===== config.mk =====
export PLATFORM = sky130hd
export DESIGN_NAME = keyed_table_leftmost_search
export DESIGN_NICKNAME = d
export VERILOG_FILES = /design/src/rtl/core/kts_pkg.sv /design/src/rtl/core/kts_ram.sv /design/src/rtl/core/kts_cmp.sv /design/src/rtl/core/keyed_table_leftmost_search.sv
export SDC_FILE = /design/constraint.sdc
export NUM_CORES = 2
export LEC_CHECK = 0
export ABC_CLOCK_PERIOD_IN_PS = 10730
export BUFFER_PORTS_ARGS = -buffer_cell sky130_fd_sc_hd__buf_2
export CORE_UTILIZATION = 45
export CTS_CLUSTER_SIZE = 24
export DETAILED_ROUTE_END_ITERATION = 10
export HOLD_SLACK_MARGIN = 0.03
export PLACE_DENSITY = 0.67
export RECOVER_POWER = 50
export SLEW_MARGIN = 40
export SYNTH_ARGS = -nofsm -noshare
export SYNTH_HDL_FRONTEND = slang
export SYNTH_HIERARCHICAL = 1
export SYNTH_SLANG_ARGS = --single-unit

===== constraint.sdc =====
create_clock -name clk -period 10.73 [get_ports clk]
set_clock_uncertainty 0.1 [all_clocks]
set_input_delay 0.5365 -clock clk [delete_from_list [all_inputs] [get_ports clk]]
set_output_delay 0.5365 -clock clk [all_outputs]
set_load 0.01 [all_outputs]

===== src/rtl/core/kts_pkg.sv =====
// ----------------------------------------------------------------------------
// kts_pkg: shared definitions for the keyed table leftmost search
// Operation codes, field widths, parameter defaults and the compare result.
// ----------------------------------------------------------------------------
package kts_pkg;

	// Field widths of one beat
	localparam int KEY_W   = 64;
	localparam int INDEX_W = 6;
	localparam int OP_W    = 2;

	// Parameter defaults
	localparam int DEPTH_DEF     = 64;
	localparam int KEY_BYTES_DEF = 8;

	// Operation codes
	localparam logic [OP_W-1:0] OP_APPEND  = 2'd0;
	localparam logic [OP_W-1:0] OP_SEARCH  = 2'd1;
	localparam logic [OP_W-1:0] OP_REVERSE = 2'd2;

	// Result of the shared key compare
	typedef struct packed {
		logic eq;
		logic gt;
	} cmp_res_t;

endpackage


===== src/rtl/core/kts_ram.sv =====
// ----------------------------------------------------------------------------
// kts_ram: generic single-write, single-read RAM
// One write port and one read port per cycle; read data is registered.
// ----------------------------------------------------------------------------
module kts_ram #(
	parameter int WIDTH = 64,
	parameter int DEPTH = 64
) (
	input  logic                     clk,
	input  logic                     we,
	input  logic [$clog2(DEPTH)-1:0] wr_addr,
	input  logic [WIDTH-1:0]         wr_data,
	input  logic [$clog2(DEPTH)-1:0] rd_addr,
	output logic [WIDTH-1:0]         rd_data
);

	logic [WIDTH-1:0] mem [DEPTH];
	logic [WIDTH-1:0] rd_data_q;

	// Write one entry, register the read
	always_ff @(posedge clk) begin
		if (we) begin
			mem[wr_addr] <= wr_data;
		end
		rd_data_q <= mem[rd_addr];
	end

	assign rd_data = rd_data_q;

endmodule


===== src/rtl/core/kts_cmp.sv =====
// ----------------------------------------------------------------------------
// kts_cmp: shared key compare unit
// Unsigned compare of a stored probe key against the search key.
// ----------------------------------------------------------------------------
module kts_cmp #(
	parameter int KW = 64
) (
	input  logic [KW-1:0]     probe,
	input  logic [KW-1:0]     ref_key,
	output kts_pkg::cmp_res_t res
);
	import kts_pkg::*;

	// Order keys as a byte-wise string compare would
	always_comb begin
		res.eq = (probe == ref_key);
		res.gt = (probe > ref_key);
	end

endmodule


===== src/rtl/core/keyed_table_leftmost_search.sv =====
// ----------------------------------------------------------------------------
// keyed_table_leftmost_search: key table with append, leftmost search, reverse
// Append and unused codes answer in the cycle after accept; search does one
//   RAM read and one shared compare per probe, probes <= floor(log2(fill)) + 1
//   (7 at 64 entries); reverse swaps floor(fill / 2) pairs through R_RD_HI,
//   R_WR_LO and R_WR_HI. Start is ignored while busy; busy drops with the
//   result strobe and the receiver cannot stall. Reset clears all registers, not the RAM.
// ----------------------------------------------------------------------------
module keyed_table_leftmost_search #(
	parameter int DEPTH     = kts_pkg::DEPTH_DEF,
	parameter int KEY_BYTES = kts_pkg::KEY_BYTES_DEF
) (
	input  logic                        clk,
	input  logic                        arst_n,
	input  logic                        start,
	output logic                        busy,
	input  logic [kts_pkg::OP_W-1:0]    op,
	input  logic [kts_pkg::KEY_W-1:0]   key,
	output logic                        done,
	output logic                        found,
	output logic [kts_pkg::INDEX_W-1:0] index,
	output logic                        status
);
	import kts_pkg::*;

	localparam int AW = $clog2(DEPTH);
	localparam int KW = 8 * KEY_BYTES;
	localparam logic [AW:0] DEPTH_C = (AW + 1)'(DEPTH);
	localparam logic [AW:0] TWO_C   = (AW + 1)'(2);

	typedef enum logic [2:0] {
		S_IDLE,
		S_SRCH,
		R_RD_HI,
		R_WR_LO,
		R_WR_HI
	} state_t;

	state_t state_q;

	logic [AW:0]    fill_q;
	logic [AW:0]    lo_q;
	logic [AW:0]    hix_q;
	logic [AW-1:0]  mid_q;
	logic           hit_q;
	logic [AW-1:0]  where_q;
	logic [KW-1:0]  key_q;
	logic [KW-1:0]  tmp_q;
	logic           done_q;
	logic           found_q;
	logic [INDEX_W-1:0] index_q;
	logic           status_q;

	logic [AW:0]    lo_n;
	logic [AW:0]    hix_n;
	logic           hit_n;
	logic [AW-1:0]  where_n;
	logic [AW+1:0]  sum_w;
	logic [AW-1:0]  mid_n;
	logic [AW:0]    lo_inc;
	logic [AW:0]    hix_dec;
	logic           full;

	logic           we;
	logic [AW-1:0]  wr_addr;
	logic [KW-1:0]  wr_data;
	logic [AW-1:0]  rd_addr;
	logic [KW-1:0]  rd_data;
	cmp_res_t       cmp_res;

	function automatic logic [INDEX_W-1:0] to_index(input logic [AW-1:0] a);
		logic [AW+INDEX_W-1:0] w;
		w = {{INDEX_W{1'b0}}, a};
		return w[INDEX_W-1:0];
	endfunction

	kts_ram #(
		.WIDTH (KW),
		.DEPTH (DEPTH)
	) u_ram (
		.clk     (clk),
		.we      (we),
		.wr_addr (wr_addr),
		.wr_data (wr_data),
		.rd_addr (rd_addr),
		.rd_data (rd_data)
	);

	kts_cmp #(
		.KW (KW)
	) u_cmp (
		.probe   (rd_data),
		.ref_key (key_q),
		.res     (cmp_res)
	);

	assign full    = (fill_q == DEPTH_C);
	assign busy    = (state_q != S_IDLE);
	assign lo_inc  = lo_q + 1'b1;
	assign hix_dec = hix_q - 1'b1;

	// Narrow the search window from the probe just read; drive the write port
	always_comb begin
		lo_n    = lo_q;
		hix_n   = hix_q;
		hit_n   = hit_q;
		where_n = where_q;
		we      = 1'b0;
		wr_addr = fill_q[AW-1:0];
		wr_data = key[KW-1:0];
		unique case (state_q)
			S_IDLE: begin
				lo_n    = '0;
				hix_n   = fill_q;
				hit_n   = 1'b0;
				where_n = '0;
				we      = start && (op == OP_APPEND) && !full;
			end
			S_SRCH: begin
				if (cmp_res.eq) begin
					hit_n   = 1'b1;
					where_n = mid_q;
					hix_n   = {1'b0, mid_q};
				end else if (cmp_res.gt) begin
					hix_n = {1'b0, mid_q};
				end else begin
					lo_n = {1'b0, mid_q} + 1'b1;
				end
			end
			R_WR_LO: begin
				we      = 1'b1;
				wr_addr = lo_q[AW-1:0];
				wr_data = rd_data;
			end
			R_WR_HI: begin
				we      = 1'b1;
				wr_addr = hix_q[AW-1:0];
				wr_data = tmp_q;
			end
			default: begin
			end
		endcase
	end

	// Midpoint of the inclusive window [lo, hix - 1]
	assign sum_w = (AW + 2)'(lo_n) + (AW + 2)'(hix_n) - (AW + 2)'(1);
	assign mid_n = sum_w[AW:1];

	// Select the read address
	always_comb begin
		rd_addr = mid_n;
		case (state_q)
			S_IDLE: begin
				if (op == OP_REVERSE) begin
					rd_addr = '0;
				end
			end
			R_RD_HI: rd_addr = hix_q[AW-1:0];
			R_WR_HI: rd_addr = lo_inc[AW-1:0];
			default: rd_addr = mid_n;
		endcase
	end

	// Sequencer, table state and result beat
	always_ff @(posedge clk or negedge arst_n) begin
		if (!arst_n) begin
			state_q  <= S_IDLE;
			fill_q   <= '0;
			lo_q     <= '0;
			hix_q    <= '0;
			mid_q    <= '0;
			hit_q    <= 1'b0;
			where_q  <= '0;
			key_q    <= '0;
			tmp_q    <= '0;
			done_q   <= 1'b0;
			found_q  <= 1'b0;
			index_q  <= '0;
			status_q <= 1'b0;
		end else begin
			done_q <= 1'b0;
			unique case (state_q)
				S_IDLE: begin
					if (start) begin
						key_q    <= key[KW-1:0];
						lo_q     <= lo_n;
						hix_q    <= hix_n;
						hit_q    <= hit_n;
						where_q  <= where_n;
						mid_q    <= mid_n;
						found_q  <= 1'b0;
						index_q  <= '0;
						status_q <= 1'b0;
						case (op)
							OP_APPEND: begin
								done_q <= 1'b1;
								if (full) begin
									status_q <= 1'b1;
								end else begin
									fill_q  <= fill_q + 1'b1;
									index_q <= to_index(fill_q[AW-1:0]);
								end
							end
							OP_SEARCH: begin
								if (fill_q == '0) begin
									done_q <= 1'b1;
								end else begin
									state_q <= S_SRCH;
								end
							end
							OP_REVERSE: begin
								if (fill_q < TWO_C) begin
									done_q <= 1'b1;
								end else begin
									lo_q    <= '0;
									hix_q   <= fill_q - 1'b1;
									state_q <= R_RD_HI;
								end
							end
							default: begin
								done_q <= 1'b1;
							end
						endcase
					end
				end
				S_SRCH: begin
					lo_q    <= lo_n;
					hix_q   <= hix_n;
					hit_q   <= hit_n;
					where_q <= where_n;
					mid_q   <= mid_n;
					if (!(lo_n < hix_n)) begin
						state_q <= S_IDLE;
						done_q  <= 1'b1;
						found_q <= hit_n;
						index_q <= hit_n ? to_index(where_n) : '0;
					end
				end
				R_RD_HI: begin
					// Hold the low entry while the high one is read
					tmp_q   <= rd_data;
					state_q <= R_WR_LO;
				end
				R_WR_LO: begin
					state_q <= R_WR_HI;
				end
				R_WR_HI: begin
					// Advance both ends toward the middle
					lo_q  <= lo_inc;
					hix_q <= hix_dec;
					if (lo_inc < hix_dec) begin
						state_q <= R_RD_HI;
					end else begin
						state_q <= S_IDLE;
						done_q  <= 1'b1;
					end
				end
				default: begin
					state_q <= S_IDLE;
				end
			endcase
		end
	end

	assign done   = done_q;
	assign found  = found_q;
	assign index  = index_q;
	assign status = status_q;

`ifndef ASSERT_OFF
	// Fill count never passes the table size
	a_fill_bound: assert property (@(posedge clk) disable iff (!arst_n)
		fill_q <= DEPTH_C)
		else $error("fill count above table size");

	// A probe never reads past the filled entries
	a_probe_in_range: assert property (@(posedge clk) disable iff (!arst_n)
		(state_q == S_SRCH) |-> ({1'b0, mid_q} < fill_q))
		else $error("search probe outside filled entries");

	// An accepted append with room grows the table by one
	a_append_grows: assert property (@(posedge clk) disable iff (!arst_n)
		(start && !busy && (op == OP_APPEND) && !full) |=>
		(fill_q == $past(fill_q) + 1'b1))
		else $error("append did not advance fill count");

	// No result beat while an operation is still running
	a_no_beat_busy: assert property (@(posedge clk) disable iff (!arst_n)
		busy |-> !done_q)
		else $error("result beat while busy");

	// A refused append never reports a hit
	a_status_excl: assert property (@(posedge clk) disable iff (!arst_n)
		done_q |-> !(status_q && found_q))
		else $error("full status together with found");
`endif

endmodule

==> flow_metrics.py <==
metrics = {
    "status": {
        "status": "finished with violations",
        "violations": "max-capacitance violations, max-slew violations",
    },
    "floorplanning": {
        "die_area_um2": 375000,
        "core_um2": 370000,
        "io_pins": 79,
        "rows": 223,
        "fp.dieH_um": 612,
        "start_util_pct": 45.3,
        "die_width_um": 612,
    },
    "timing": {
        "drv_slew": 4620,
        "rsz0062_at_grt": "no",
        "setup_tns_ns": 0,
        "timing.fmax_ghz": 0.112,
        "worst_pin_slew_ns": 4.23,
        "finalSetupViolations": 0,
        "finalCritPeriodShare_pct": 83.4,
        "hold_viol": 0,
        "relSlewSlack_pct": -182,
        "fin_crit_ns": 8.95,
    },
    "route": {
        "drt_wl_total_mm": 488,
        "ant_nets": 0,
        "drt-vias-per-instance": 6.45,
        "vias": 87900,
        "wire_per_inst_um": 35.8,
        "drt_iter0_drc": 14400,
        "drcViolationCount": 0,
        "drt_pre_antenna_iters": 6,
    },
    "worst_setup_path": {
        "crit_type": "reg -> reg",
        "end_kind": "flip-flop",
        "critPathArrivalTime_ns": 9.40,
        "worst-path-max-fanout": 31,
        "startpoint_type": "flip-flop",
        "required_ns": 11.18,
    },
    "min_path": {
        "hold_path.class": "in -> reg",
    },
    "synth": {
        "ys_ff_latch": 4334,
        "netlist_area_um2": 168000,
        "syn-num-nets": 8074,
        "ys_types": 76,
        "synth_edf_count": 4096,
        "syn_area_per_cell_um2": 21.2,
        "ys_warn_count": 6,
        "synth-seq-area-share_pct": 76.7,
        "synth_ff_type": "edfxtp_1",
        "synthCells": 7909,
        "async_reset_ff_share_pct": 4.01,
    },
    "global_routing": {
        "grt_pass1_vias": 86600,
        "grt_antenna_before_repair": 60,
        "grt_use_met2_pct": 41.3,
        "grt_max_degree": 115,
        "grt_usage_pct": 25.8,
        "grt_overflow_total": 0,
        "grt_pass1_wl_mm": 678,
        "grt_use_met1_pct": 34.5,
        "globalRoute.busiestLayer": "met2",
        "use_met3_pct": 5.11,
    },
    "layout": {
        "nFillCells": 28600,
        "nets": 8482,
        "final_common_cell": "edfxtp_1",
        "seq_area_um2": 129000,
        "multi_input_area_um2": 37200,
        "drive_above_1_share_pct": 24.8,
        "syn_to_final_growth_pct": 13.6,
        "final_cell_mix": "edfxtp_1, mux4_2, nand2_1",
    },
    "clock_network": {
        "clock_sinks": 4334,
        "cts_buffers": 416,
        "cts_tree": "yes",
        "insertion_delay_ns": 0.99,
        "ctsHtreeMaxLevel": 5,
        "holdBufCountCts": 67,
        "cts.path.max_buffers": 4,
        "cts_setup_buffers": 0,
        "ctsRootBufferMaster": "clkbuf_16",
        "postCtsResizedCells": 0,
        "clkTransAtPathRegs_ns": 0.07,
    },
    "placement": {
        "portBuffers": 78,
        "hpwl_mm": 273,
        "place_congestion": 0.884,
    },
    "flow_run": {
        "drv_cap": 76,
    },
}
==> Yosys cell counts (34+ instances only) <==
library cell	n	area share (%)
a211oi_1	75	0.34
a21oi_1	39	0.12
a22o_1	99	0.52
a22oi_1	242	1.1
and3_1	69	0.26
buf_2	173	0.52
clkbuf_1	211	0.47
dfrtp_1	174	2.6
dfxtp_1	64	0.76
edfxtp_1	4096	73
ha_1	95	0.71
inv_1	106	0.24
mux2_2	73	0.49
mux2i_1	139	0.83
mux4_2	1024	14
nand2_1	427	0.96
nand3_1	67	0.20
nor2_1	147	0.33
o21ai_0	34	0.10
o221ai_1	43	0.22
o22ai_1	87	0.32
or3_1	34	0.13
==> registers in the layout, indices dropped and copies added (netlist names) <==
| signal | flops |
|---|---|
| hix_q | 7 |
| u_ram/mem | 4096 |
| index | 6 |
| done | 1 |
| tmp_q | 64 |
| key_q | 64 |
| where_q | 6 |
| mid_q | 6 |
| hit_q | 1 |
| u_ram/rd_data | 64 |
| status | 1 |
| lo_q | 7 |
| fill_q | 7 |
| state_q | 3 |
| found | 1 |
==> worst paths after layout <==
kind	startpoint	to	slack [ns]	cells past startpoint
max in group asynchronous	arst_n	key_q[55]	3.55	4
worst max-delay path	state_q[2]	u_ram/mem[26][57]	1.78	9
min in group asynchronous	arst_n	key_q[11]	1.79	3
worst min-delay path	op[1]	done	0.08	6
worst max register to register	state_q[2]	u_ram/mem[26][57]	1.78	9
worst min register to register	key_q[22]	key_q[22]	0.37	2
==> metal layers <==
layer	part of all wire [%]	wire length (um)
met1	36	176000
met5	0.019	92
met2	47	231000
met3	11	55500
met4	5.3	25900
==> logic make-up after synthesis <==
| kind of cell | count (synthesis) | share of synthesized area, % |
|---|---|---|
| XOR/XNOR | 29 | 0.152 |
| AO/OA/AOI/OAI | 762 | 3.40 |
| flip-flops | 4334 | 76.7 |
| buffers and inverters | 556 | 1.47 |
| AND/OR/NAND/NOR | 896 | 2.46 |
| multiplexers | 1236 | 15.1 |
| adder cells (fa/ha/maj) | 96 | 0.721 |
==> critical path: stages (launching register included) <==
cell and delay (ns):
dfrtp_1 0.64, nor3_1 0.56, and2_0 2.28, nand3_1 1.13, nand2_1 0.58, nor2b_1 0.35
nand2_1 0.52, nor2_4 0.65, buf_4 0.79, buf_4 0.79
==> stage by stage <==
step / cells / area [um^2] / util (%) / worst slack, ns / hold slack, ns
2_1_floorplan: 7909 / 168000 / - / 3.64 / 0.141
3_3_place_gp: 12800 / 175000 / 47.4 / 1.47 / 0.359
3_5_place_dp: 12800 / 176000 / 47.6 / 2.12 / 0.363
4_1_cts: 13600 / 191000 / 51.6 / 2.11 / 0.0332
5_1_grt: 13600 / 190000 / 51.5 / 1.80 / 0.122
6_report: 13600 / 190000 / 51.5 / 1.78 / 0.0776
==> cell type report <==
class,instances,share of cell area [%]
flip-flops and latches,4334,67.5
multi-input cells,3019,19.5
clock buffers,532,5.89
well taps,4950,3.25
repair buffers,440,2.18
clock inverters,229,1.37
inverters,106,0.209
diodes,23,0.0302
Power is left out: the tool's default activity adds up to more than one toggle a clock period on the data nets, which glitch-free logic cannot reach.
